[config.mk]
export PLATFORM = sky130hd
export DESIGN_NAME = approx_magnitude_vector_normalizer
export DESIGN_NICKNAME = d
export VERILOG_FILES = /design/src/hdl/amvn_pkg.sv /design/src/hdl/amvn_front.sv /design/src/hdl/amvn_div_lane.sv /design/src/hdl/approx_magnitude_vector_normalizer.sv
export VERILOG_INCLUDE_DIRS = /design/src /design/src/hdl
export SDC_FILE = /design/constraint.sdc
export NUM_CORES = 2
export LEC_CHECK = 0
export CORE_MARGIN = 10
export CORE_UTILIZATION = 60
export DETAILED_ROUTE_END_ITERATION = 7
export DONT_BUFFER_PORTS = 1
export PLACE_DENSITY = 0.76
export RECOVER_POWER = 50
export REMOVE_ABC_BUFFERS = 1
export SYNTH_ARGS = -nofsm -noshare
export SYNTH_HDL_FRONTEND = slang
export SYNTH_HIERARCHICAL = 1
export SYNTH_SLANG_ARGS = --single-unit
[constraint.sdc]
create_clock -name aclk -period 8.97 [get_ports aclk]
set_input_delay 0.4485 -clock aclk [delete_from_list [all_inputs] [get_ports aclk]]
set_output_delay 0.4485 -clock aclk [all_outputs]
set_load 0.005 [all_outputs]
[src/hdl/approx_magnitude_vector_normalizer_defines.svh]
// assertion macros shared by the normalizer rtl
// expects aclk and aresetn in the scope of the module that uses them
`ifndef APPROX_MAGNITUDE_VECTOR_NORMALIZER_DEFINES_SVH
`define APPROX_MAGNITUDE_VECTOR_NORMALIZER_DEFINES_SVH

// checked only while out of reset
`define AMVN_ASSERT(label, prop, msg) \
    label: assert property (@(posedge aclk) disable iff (!aresetn) (prop)) else $error(msg);

// checked at every edge, reset included
`define AMVN_ASSERT_ALWAYS(label, prop, msg) \
    label: assert property (@(posedge aclk) (prop)) else $error(msg);

`endif

[src/hdl/amvn_pkg.sv]
// constants shared by the approximate magnitude normalizer
// no dependencies
`timescale 1ns / 1ps

package amvn_pkg;

    localparam int COMP_WIDTH_DEF = 16;

    // output field widths
    localparam int UNIT_W = 16;
    localparam int MAG_W  = 16;

    // quotient bits of the q1.15 divide, bit 15 only set for a quotient of one
    localparam int QUOT_BITS    = 16;
    localparam int DIV_STEPS    = 2;
    localparam int DIV_STAGES   = QUOT_BITS / DIV_STEPS;
    localparam int FRONT_STAGES = 3;

    // estimate is kept in 1/32 units
    localparam int EST_FRAC_BITS = 5;
    // numerator shift that makes comp * 2^20 start below the divisor
    localparam int REM_PRESHIFT  = 4;

    localparam logic [UNIT_W-1:0] UNIT_POS_MAX = 16'h7FFF;
    localparam logic [MAG_W-1:0]  MAG_MAX      = 16'hFFFF;

endpackage

[src/hdl/amvn_front.sv]
// front end: absolute values, ordering and magnitude estimate, three stages
// depends on amvn_pkg
`timescale 1ns / 1ps

module amvn_front #(
    parameter int COMP_WIDTH = amvn_pkg::COMP_WIDTH_DEF
) (
    input  logic                    aclk,
    input  logic [2:0]              adv,
    input  logic [COMP_WIDTH-1:0]   comp_x,
    input  logic [COMP_WIDTH-1:0]   comp_y,
    input  logic [COMP_WIDTH-1:0]   comp_z,
    output logic [COMP_WIDTH-1:0]   abs_x,
    output logic [COMP_WIDTH-1:0]   abs_y,
    output logic [COMP_WIDTH-1:0]   abs_z,
    output logic [2:0]              neg,
    output logic [COMP_WIDTH+4:0]   est32,
    output logic [amvn_pkg::MAG_W-1:0] mag,
    output logic                    zero
);

    localparam int W  = COMP_WIDTH;
    localparam int EW = COMP_WIDTH + 5;
    localparam int MW = (COMP_WIDTH > amvn_pkg::MAG_W) ? COMP_WIDTH : amvn_pkg::MAG_W;

    // stage 0
    logic [W-1:0]  a0_reg [3];
    logic [2:0]    neg0_reg;
    // stage 1
    logic [W-1:0]  a1_reg [3];
    logic [2:0]    neg1_reg;
    logic [W-1:0]  hi_reg, mid_reg, lo_reg;
    // stage 2
    logic [W-1:0]  a2_reg [3];
    logic [2:0]    neg2_reg;
    logic [EW-1:0] est_reg;
    logic [amvn_pkg::MAG_W-1:0] mag_reg;
    logic          zero_reg;

    logic [W-1:0]  hi_next, lo_next, mid_next;
    logic [W+1:0]  sum3;
    logic [EW-1:0] est_next;
    logic [MW-1:0] mag_full;

    always_ff @(posedge aclk) begin
        if (adv[0]) begin
            neg0_reg  <= {comp_z[W-1], comp_y[W-1], comp_x[W-1]};
            a0_reg[0] <= comp_x[W-1] ? (~comp_x + 1'b1) : comp_x;
            a0_reg[1] <= comp_y[W-1] ? (~comp_y + 1'b1) : comp_y;
            a0_reg[2] <= comp_z[W-1] ? (~comp_z + 1'b1) : comp_z;
        end
    end

    always_comb begin
        hi_next = a0_reg[0];
        if (a0_reg[1] > hi_next) hi_next = a0_reg[1];
        if (a0_reg[2] > hi_next) hi_next = a0_reg[2];
        lo_next = a0_reg[0];
        if (a0_reg[1] < lo_next) lo_next = a0_reg[1];
        if (a0_reg[2] < lo_next) lo_next = a0_reg[2];
        sum3     = (W+2)'(a0_reg[0]) + (W+2)'(a0_reg[1]) + (W+2)'(a0_reg[2]);
        mid_next = W'(sum3 - (W+2)'(hi_next) - (W+2)'(lo_next));
    end

    always_ff @(posedge aclk) begin
        if (adv[1]) begin
            a1_reg   <= a0_reg;
            neg1_reg <= neg0_reg;
            hi_reg   <= hi_next;
            mid_reg  <= mid_next;
            lo_reg   <= lo_next;
        end
    end

    // 32*hi + 11*mid + 8*lo
    always_comb begin
        est_next = (EW'(hi_reg) << 5) + (EW'(mid_reg) << 3) + (EW'(mid_reg) << 1)
                 + EW'(mid_reg) + (EW'(lo_reg) << 3);
        mag_full = MW'(est_next >> amvn_pkg::EST_FRAC_BITS);
    end

    always_ff @(posedge aclk) begin
        if (adv[2]) begin
            a2_reg   <= a1_reg;
            neg2_reg <= neg1_reg;
            est_reg  <= est_next;
            zero_reg <= (hi_reg == '0);
            mag_reg  <= (mag_full > MW'(amvn_pkg::MAG_MAX)) ? amvn_pkg::MAG_MAX
                                                            : mag_full[amvn_pkg::MAG_W-1:0];
        end
    end

    assign abs_x = a2_reg[0];
    assign abs_y = a2_reg[1];
    assign abs_z = a2_reg[2];
    assign neg   = neg2_reg;
    assign est32 = est_reg;
    assign mag   = mag_reg;
    assign zero  = zero_reg;

endmodule

[src/hdl/amvn_div_lane.sv]
// pipelined restoring divider for one component, a few quotient bits per stage
// depends on amvn_pkg
`timescale 1ns / 1ps

module amvn_div_lane #(
    parameter int COMP_WIDTH = amvn_pkg::COMP_WIDTH_DEF
) (
    input  logic                              aclk,
    input  logic [amvn_pkg::DIV_STAGES-1:0]   adv,
    input  logic [COMP_WIDTH-1:0]             abs_in,
    input  logic                              neg_in,
    input  logic [COMP_WIDTH+4:0]             divisor,
    output logic [amvn_pkg::QUOT_BITS-1:0]    quot,
    output logic                              neg_out
);

    localparam int EW = COMP_WIDTH + 5;
    localparam int ND = amvn_pkg::DIV_STAGES;
    localparam int QB = amvn_pkg::QUOT_BITS;
    localparam int NS = amvn_pkg::DIV_STEPS;

    // remainder and divisor are not needed past the last stage
    logic [EW-1:0] rem_reg [ND-1];
    logic [EW-1:0] d_reg   [ND-1];
    logic [QB-1:0] q_reg   [ND];
    logic          neg_reg [ND];

    genvar s;
    generate
        for (s = 0; s < ND; s++) begin : g_stage
            logic [EW-1:0] rem_prev, d_prev, r_v;
            logic [QB-1:0] q_prev, q_v;
            logic          neg_prev;
            logic [EW:0]   t_v;

            if (s == 0) begin : g_first
                // remainder starts at comp*16, which is below the divisor
                assign rem_prev = EW'({abs_in, {amvn_pkg::REM_PRESHIFT{1'b0}}});
                assign d_prev   = divisor;
                assign q_prev   = '0;
                assign neg_prev = neg_in;
            end else begin : g_next
                assign rem_prev = rem_reg[s-1];
                assign d_prev   = d_reg[s-1];
                assign q_prev   = q_reg[s-1];
                assign neg_prev = neg_reg[s-1];
            end

            always_comb begin
                r_v = rem_prev;
                q_v = q_prev;
                t_v = '0;
                for (int k = 0; k < NS; k++) begin
                    t_v = {r_v, 1'b0};
                    if (t_v >= {1'b0, d_prev}) begin
                        t_v = t_v - {1'b0, d_prev};
                        q_v = {q_v[QB-2:0], 1'b1};
                    end else begin
                        q_v = {q_v[QB-2:0], 1'b0};
                    end
                    r_v = t_v[EW-1:0];
                end
            end

            always_ff @(posedge aclk) begin
                if (adv[s]) begin
                    q_reg[s]   <= q_v;
                    neg_reg[s] <= neg_prev;
                end
            end

            if (s < ND - 1) begin : g_carry
                always_ff @(posedge aclk) begin
                    if (adv[s]) begin
                        rem_reg[s] <= r_v;
                        d_reg[s]   <= d_prev;
                    end
                end
            end
        end
    endgenerate

    assign quot    = q_reg[ND-1];
    assign neg_out = neg_reg[ND-1];

endmodule

[src/hdl/approx_magnitude_vector_normalizer.sv]
// top level of the approximate magnitude normalizer: stream ports, stage
// valid/ready chain, divider lanes and output saturation
// depends on amvn_pkg, amvn_front, amvn_div_lane and the defines header
//
//   channel | dir | tdata (low bit up)                       | tuser
//   --------+-----+------------------------------------------+------------
//   s_      | in  | comp_x, comp_y, comp_z, zero pad to byte | none
//   m_      | out | unit_x, unit_y, unit_z, mag_estimate     | zero_vector
//
// one beat per cycle sustained while the output is not back-pressured; at the default
// settings the pipe has three front stages (abs, sort, estimate), eight divider
// stages at two quotient bits each, and one output stage
// aresetn is synchronous, active low, and clears only the stage valid bits
// each stage holds while the stage after it is full and stalled, so a
// back-pressured output fills the pipe without losing or repeating a beat
`timescale 1ns / 1ps
`include "approx_magnitude_vector_normalizer_defines.svh"

module approx_magnitude_vector_normalizer #(
    parameter int COMP_WIDTH = amvn_pkg::COMP_WIDTH_DEF
) (
    input  logic                          aclk,
    input  logic                          aresetn,
    input  logic                          s_tvalid,
    output logic                          s_tready,
    // comp_x, comp_y, comp_z, zero pad
    input  logic [((3*COMP_WIDTH+7)/8)*8-1:0] s_tdata,
    output logic                          m_tvalid,
    input  logic                          m_tready,
    // unit_x, unit_y, unit_z, mag_estimate
    output logic [4*amvn_pkg::UNIT_W-1:0] m_tdata,
    // zero_vector
    output logic                          m_tuser
);

    localparam int W  = COMP_WIDTH;
    localparam int EW = COMP_WIDTH + 5;
    localparam int UW = amvn_pkg::UNIT_W;
    localparam int QB = amvn_pkg::QUOT_BITS;
    localparam int FS = amvn_pkg::FRONT_STAGES;
    localparam int ND = amvn_pkg::DIV_STAGES;
    localparam int NS = FS + ND + 1;

    // stage control: a stage loads when it is empty or its successor moves
    logic [NS-1:0] valid_reg;
    logic [NS-1:0] ready;

    genvar i;
    generate
        for (i = 0; i < NS - 1; i++) begin : g_ready
            assign ready[i] = !valid_reg[i] || ready[i+1];
        end
    endgenerate
    assign ready[NS-1] = !valid_reg[NS-1] || m_tready;

    always_ff @(posedge aclk) begin
        if (!aresetn) begin
            valid_reg <= '0;
        end else begin
            for (int k = 0; k < NS; k++) begin
                if (ready[k]) begin
                    valid_reg[k] <= (k == 0) ? s_tvalid : valid_reg[k-1];
                end
            end
        end
    end

    assign s_tready = ready[0];
    assign m_tvalid = valid_reg[NS-1];

    // front end
    logic [W-1:0]  abs_x, abs_y, abs_z;
    logic [2:0]    neg;
    logic [EW-1:0] est32;
    logic [amvn_pkg::MAG_W-1:0] mag_front;
    logic          zero_front;

    amvn_front #(
        .COMP_WIDTH(COMP_WIDTH)
    ) u_front (
        .aclk   (aclk),
        .adv    (ready[FS-1:0]),
        .comp_x (s_tdata[W-1:0]),
        .comp_y (s_tdata[2*W-1:W]),
        .comp_z (s_tdata[3*W-1:2*W]),
        .abs_x  (abs_x),
        .abs_y  (abs_y),
        .abs_z  (abs_z),
        .neg    (neg),
        .est32  (est32),
        .mag    (mag_front),
        .zero   (zero_front)
    );

    // one divider lane per component, all sharing the estimate as divisor
    logic [QB-1:0] quot [3];
    logic [2:0]    neg_q;
    logic [W-1:0]  abs_v [3];

    assign abs_v[0] = abs_x;
    assign abs_v[1] = abs_y;
    assign abs_v[2] = abs_z;

    generate
        for (i = 0; i < 3; i++) begin : g_lane
            amvn_div_lane #(
                .COMP_WIDTH(COMP_WIDTH)
            ) u_lane (
                .aclk    (aclk),
                .adv     (ready[FS+ND-1:FS]),
                .abs_in  (abs_v[i]),
                .neg_in  (neg[i]),
                .divisor (est32),
                .quot    (quot[i]),
                .neg_out (neg_q[i])
            );
        end
    endgenerate

    // magnitude and zero flag ride alongside the divider stages
    logic [amvn_pkg::MAG_W-1:0] mag_pipe_reg  [ND];
    logic                       zero_pipe_reg [ND];

    always_ff @(posedge aclk) begin
        for (int k = 0; k < ND; k++) begin
            if (ready[FS+k]) begin
                mag_pipe_reg[k]  <= (k == 0) ? mag_front  : mag_pipe_reg[k-1];
                zero_pipe_reg[k] <= (k == 0) ? zero_front : zero_pipe_reg[k-1];
            end
        end
    end

    // output stage: sign, saturation of a plus-one quotient, zero override
    logic [UW-1:0] unit_next [3];
    logic [UW-1:0] unit_reg  [3];
    logic [amvn_pkg::MAG_W-1:0] mag_reg;
    logic          zero_reg;

    always_comb begin
        for (int k = 0; k < 3; k++) begin
            if (zero_pipe_reg[ND-1]) begin
                unit_next[k] = '0;
            end else if (neg_q[k]) begin
                unit_next[k] = UW'(~quot[k] + 1'b1);
            end else if (quot[k] > QB'(amvn_pkg::UNIT_POS_MAX)) begin
                unit_next[k] = amvn_pkg::UNIT_POS_MAX;
            end else begin
                unit_next[k] = UW'(quot[k]);
            end
        end
    end

    always_ff @(posedge aclk) begin
        if (ready[NS-1]) begin
            unit_reg <= unit_next;
            mag_reg  <= zero_pipe_reg[ND-1] ? '0 : mag_pipe_reg[ND-1];
            zero_reg <= zero_pipe_reg[ND-1];
        end
    end

    assign m_tdata = {mag_reg, unit_reg[2], unit_reg[1], unit_reg[0]};
    assign m_tuser = zero_reg;

    // a flagged zero vector carries an all-zero payload
    `AMVN_ASSERT(a_zero_payload, (m_tvalid && m_tuser) |-> (m_tdata == '0), "zero beat with data")
    // a nonzero vector always has a nonzero estimate
    `AMVN_ASSERT(a_mag_nonzero, (m_tvalid && !m_tuser) |-> (mag_reg != '0), "zero estimate")
    // an empty output stage means the whole chain can take a beat
    `AMVN_ASSERT(a_ready_empty, !m_tvalid |-> s_tready, "input stalled with output empty")
    // reset empties the pipe
    `AMVN_ASSERT_ALWAYS(a_reset_clear, !aresetn |=> (valid_reg == '0), "valid after reset")

endmodule
==> out/metrics.csv <==
stage,metric,value,unit
floorplan,core area,0.183,mm²
global_route,total track usage,25.1,%
setup_path,R2R setup slack,0.57,ns
outcome,status,finished with violations,
synth,Yosys cell types,110,
finish,share of layout cells above drive strength 1,9.64,%
synth,Cells after Synth,10400,
cts,CTS root buffer,clkbuf_16,
global_route,largest net degree at the start of global routing,135,
setup_path,WP data arrival,8.98,ns
run,max_cap viols,13,
cts,Clock Pin Slew Worst Setup and Hold Paths,0.07,ns
synth,"top cells by area, synth","edfxtp_1 (42%), ha_1 (12%), mux2_2 (5.4%)",
cts,H-tree levels,4,
floorplan,Initial Util,60.2,%
synth,Post-synth top flop,edfxtp_1,
sta,post-layout min period,8.40,ns
setup_path,"delay-heaviest family, CP",compound AO/OA/AOI/OAI gates,
synth,register bit total from synthesis,1558,
drt,WL final,258000,µm
finish,"commonest non-fill, non-tap cell in the layout",edfxtp_1,
synth,synthesized area,0.110,mm²
synth,yosys warns,6,
sta,Worst-Margin Slew,4.50,ns
placed_design,PortBufs,0,
drt,DRC,0,
cts,clock sink count,1558,
cts,clock tree buffer depth,3,
finish,"commonest non-fill, non-tap cells in the layout","edfxtp_1 (1,546), ha_1 (1,071), inv_1 (877)",
drt,1st-iter DRT viols,5829,
synth,Yosys top cell area share,42.2,%
drt,DR vias,79400,
setup_path,worst path bufs/invs,4,
global_route,vias in the first global route,78500,
setup_path,WP data required,9.54,ns
floorplan,# IOs,119,
setup_path,worst setup path class,flip-flop to flip-flop,
sta,Finish-stage setup viols,0,
drt,drt wl/cell,19.8,µm
floorplan,Die Width,448,µm
placed_design,hpwl dp,199000,µm
drt,DR pass1 iterations,6,
floorplan,num rows,157,
outcome,violated checks,"max-capacitance violations, max-slew violations",
drt,DR vias/cell,6.10,
global_route,first-pass GRT wire length,413000,µm
sta,final hold violations,0,
setup_path,most frequent CP cell,fa_1,
synth,asr flop ratio synth,0,%
sta,"Slew Viols, Final",693,
sta,unrepaired setup endpoints after global routing,no,
setup_path,crit path max fanout,9,
cts,post-CTS setup buffers,0,
setup_path,Setup crit start kind,flip-flop,
finish,Post-layout nets,11700,
sta,crit share post-route,93.7,%
finish,Area Growth Syn to Fin,8.13,%
global_route,initial antenna violation count,4,
synth,Post-synth EDFFs,1546,
setup_path,Crit. End Element,flip-flop,
cts,cts bufs inserted,166,
synth,Yosys top cell by area,edfxtp_1,
floorplan,Die Height,448,µm
sta,Max Freq,0.119,GHz
synth,mean post-synth cell area,10.6,µm²
synth,"Seq/Total Area, Yosys",42.4,%
placed_design,routability congestion estimate,0.932,
sta,Rel. slew slack,-200,%
setup_path,Crit-path slowest cell,edfxtp_1,
sta,Setup TNS,0,ns
setup_path,crit-path max cell delay,0.50,ns
sta,Worst Skew,0.0263,ns
cts,CTS tree,yes,
cts,Skew-Pair Late Insertion Delay,0.83,ns
global_route,GR Overflow Total,0,
floorplan,die area,0.201,mm²
drt,post-route ant nets,0,
finish,FILL cells,14100,
hold_path,Tightest Hold Check Type,input pin to flip-flop,
## cells by family after synthesis
family                     share of synthesized area (%)
AOI/OAI and AO/OA                                   16.0
and+or+nand+nor                                     10.8
DFF                                                 42.4
adders and majority gates                           14.1
buffers and inverters                               3.81
xor gates and xnor gates                            6.29
muxes                                               6.55
## layer usage
metal	wire (µm)	up-vias	GRT usage (%)
li1	-	38800	-
met1	113000	37900	32.9
met2	122000	2228	42.5
met3	11800	480	2.96
met4	10800	4	10.2
met5	34	-	0
## synthesized netlist by cell type, drive strengths merged (23+ instances only)
master,n
edfxtp,1546
ha,1071
inv,882
a21oi,768
nor2,664
nand2,621
mux2,571
o21ai,560
xnor2,537
a21o,329
xor2,253
nand3,191
nor3,191
o21a,173
nor2b,151
a211oi,118
clkbuf,112
fa,108
nand4,100
a31oi,92
nand2b,85
o21bai,84
mux2i,78
buf,77
o31ai,73
and3,72
o211ai,69
or3,68
or2,65
and2,58
o31a,47
nor4,46
a21boi,39
a2111oi,36
a211o,35
a311oi,34
a31o,23
nand3b,23
## path summary, 6_finish.rpt
kind / from / to / depth (start not counted)
max reg2reg: u_front/a0_reg[27] / u_front/mid_reg[15] / 32
min: s_tdata[12] / u_front/a0_reg[45] / 2
max: u_front/a0_reg[27] / u_front/mid_reg[15] / 32
min reg2reg: mag_pipe_reg[0][10] / mag_pipe_reg[1][10] / 0
## cell type report
type                            instances  area (µm²)  share of cell area (%)
Clock inverter                        112        1260                    1.06
Sequential cell                      1558       46700                    39.2
Clock buffer                          189        4290                    3.61
Inverter                              883        3320                    2.79
Timing Repair Buffer                  147        1240                    1.04
Antenna cell                            2        5.00                 0.00421
Multi-Input combinational cell       7740       59200                    49.8
Tap cell                             2385        2980                    2.51
## stage by stage
stage          hold WS (ns)  std cells  setup WS, ns  instance area [µm²]  utilization, %
2_1_floorplan         0.400      10200         0.863               109000               -
4_1_cts             0.00675      13000         0.455               119000            65.2
3_3_place_gp          0.400      12700         0.500               113000            61.9
6_report             0.0665      13000         0.565               119000            65.1
3_5_place_dp          0.405      12700         0.482               113000            61.9
5_1_grt              0.0255      13000        0.0247               119000            65.1
## what timing repair did
| action | 4_1_cts | 5_1_grt |
|---|---|---|
| hold buffers | 60 | 0 |
| hold endpoints to repair | 62 | 0 |
| resized for setup | 0 | 1 |
| setup endpoints to repair | 0 | 1 |
Power is left out: the tool's default activity adds up to more than one toggle a clock period on the data nets, which glitch-free logic cannot reach.
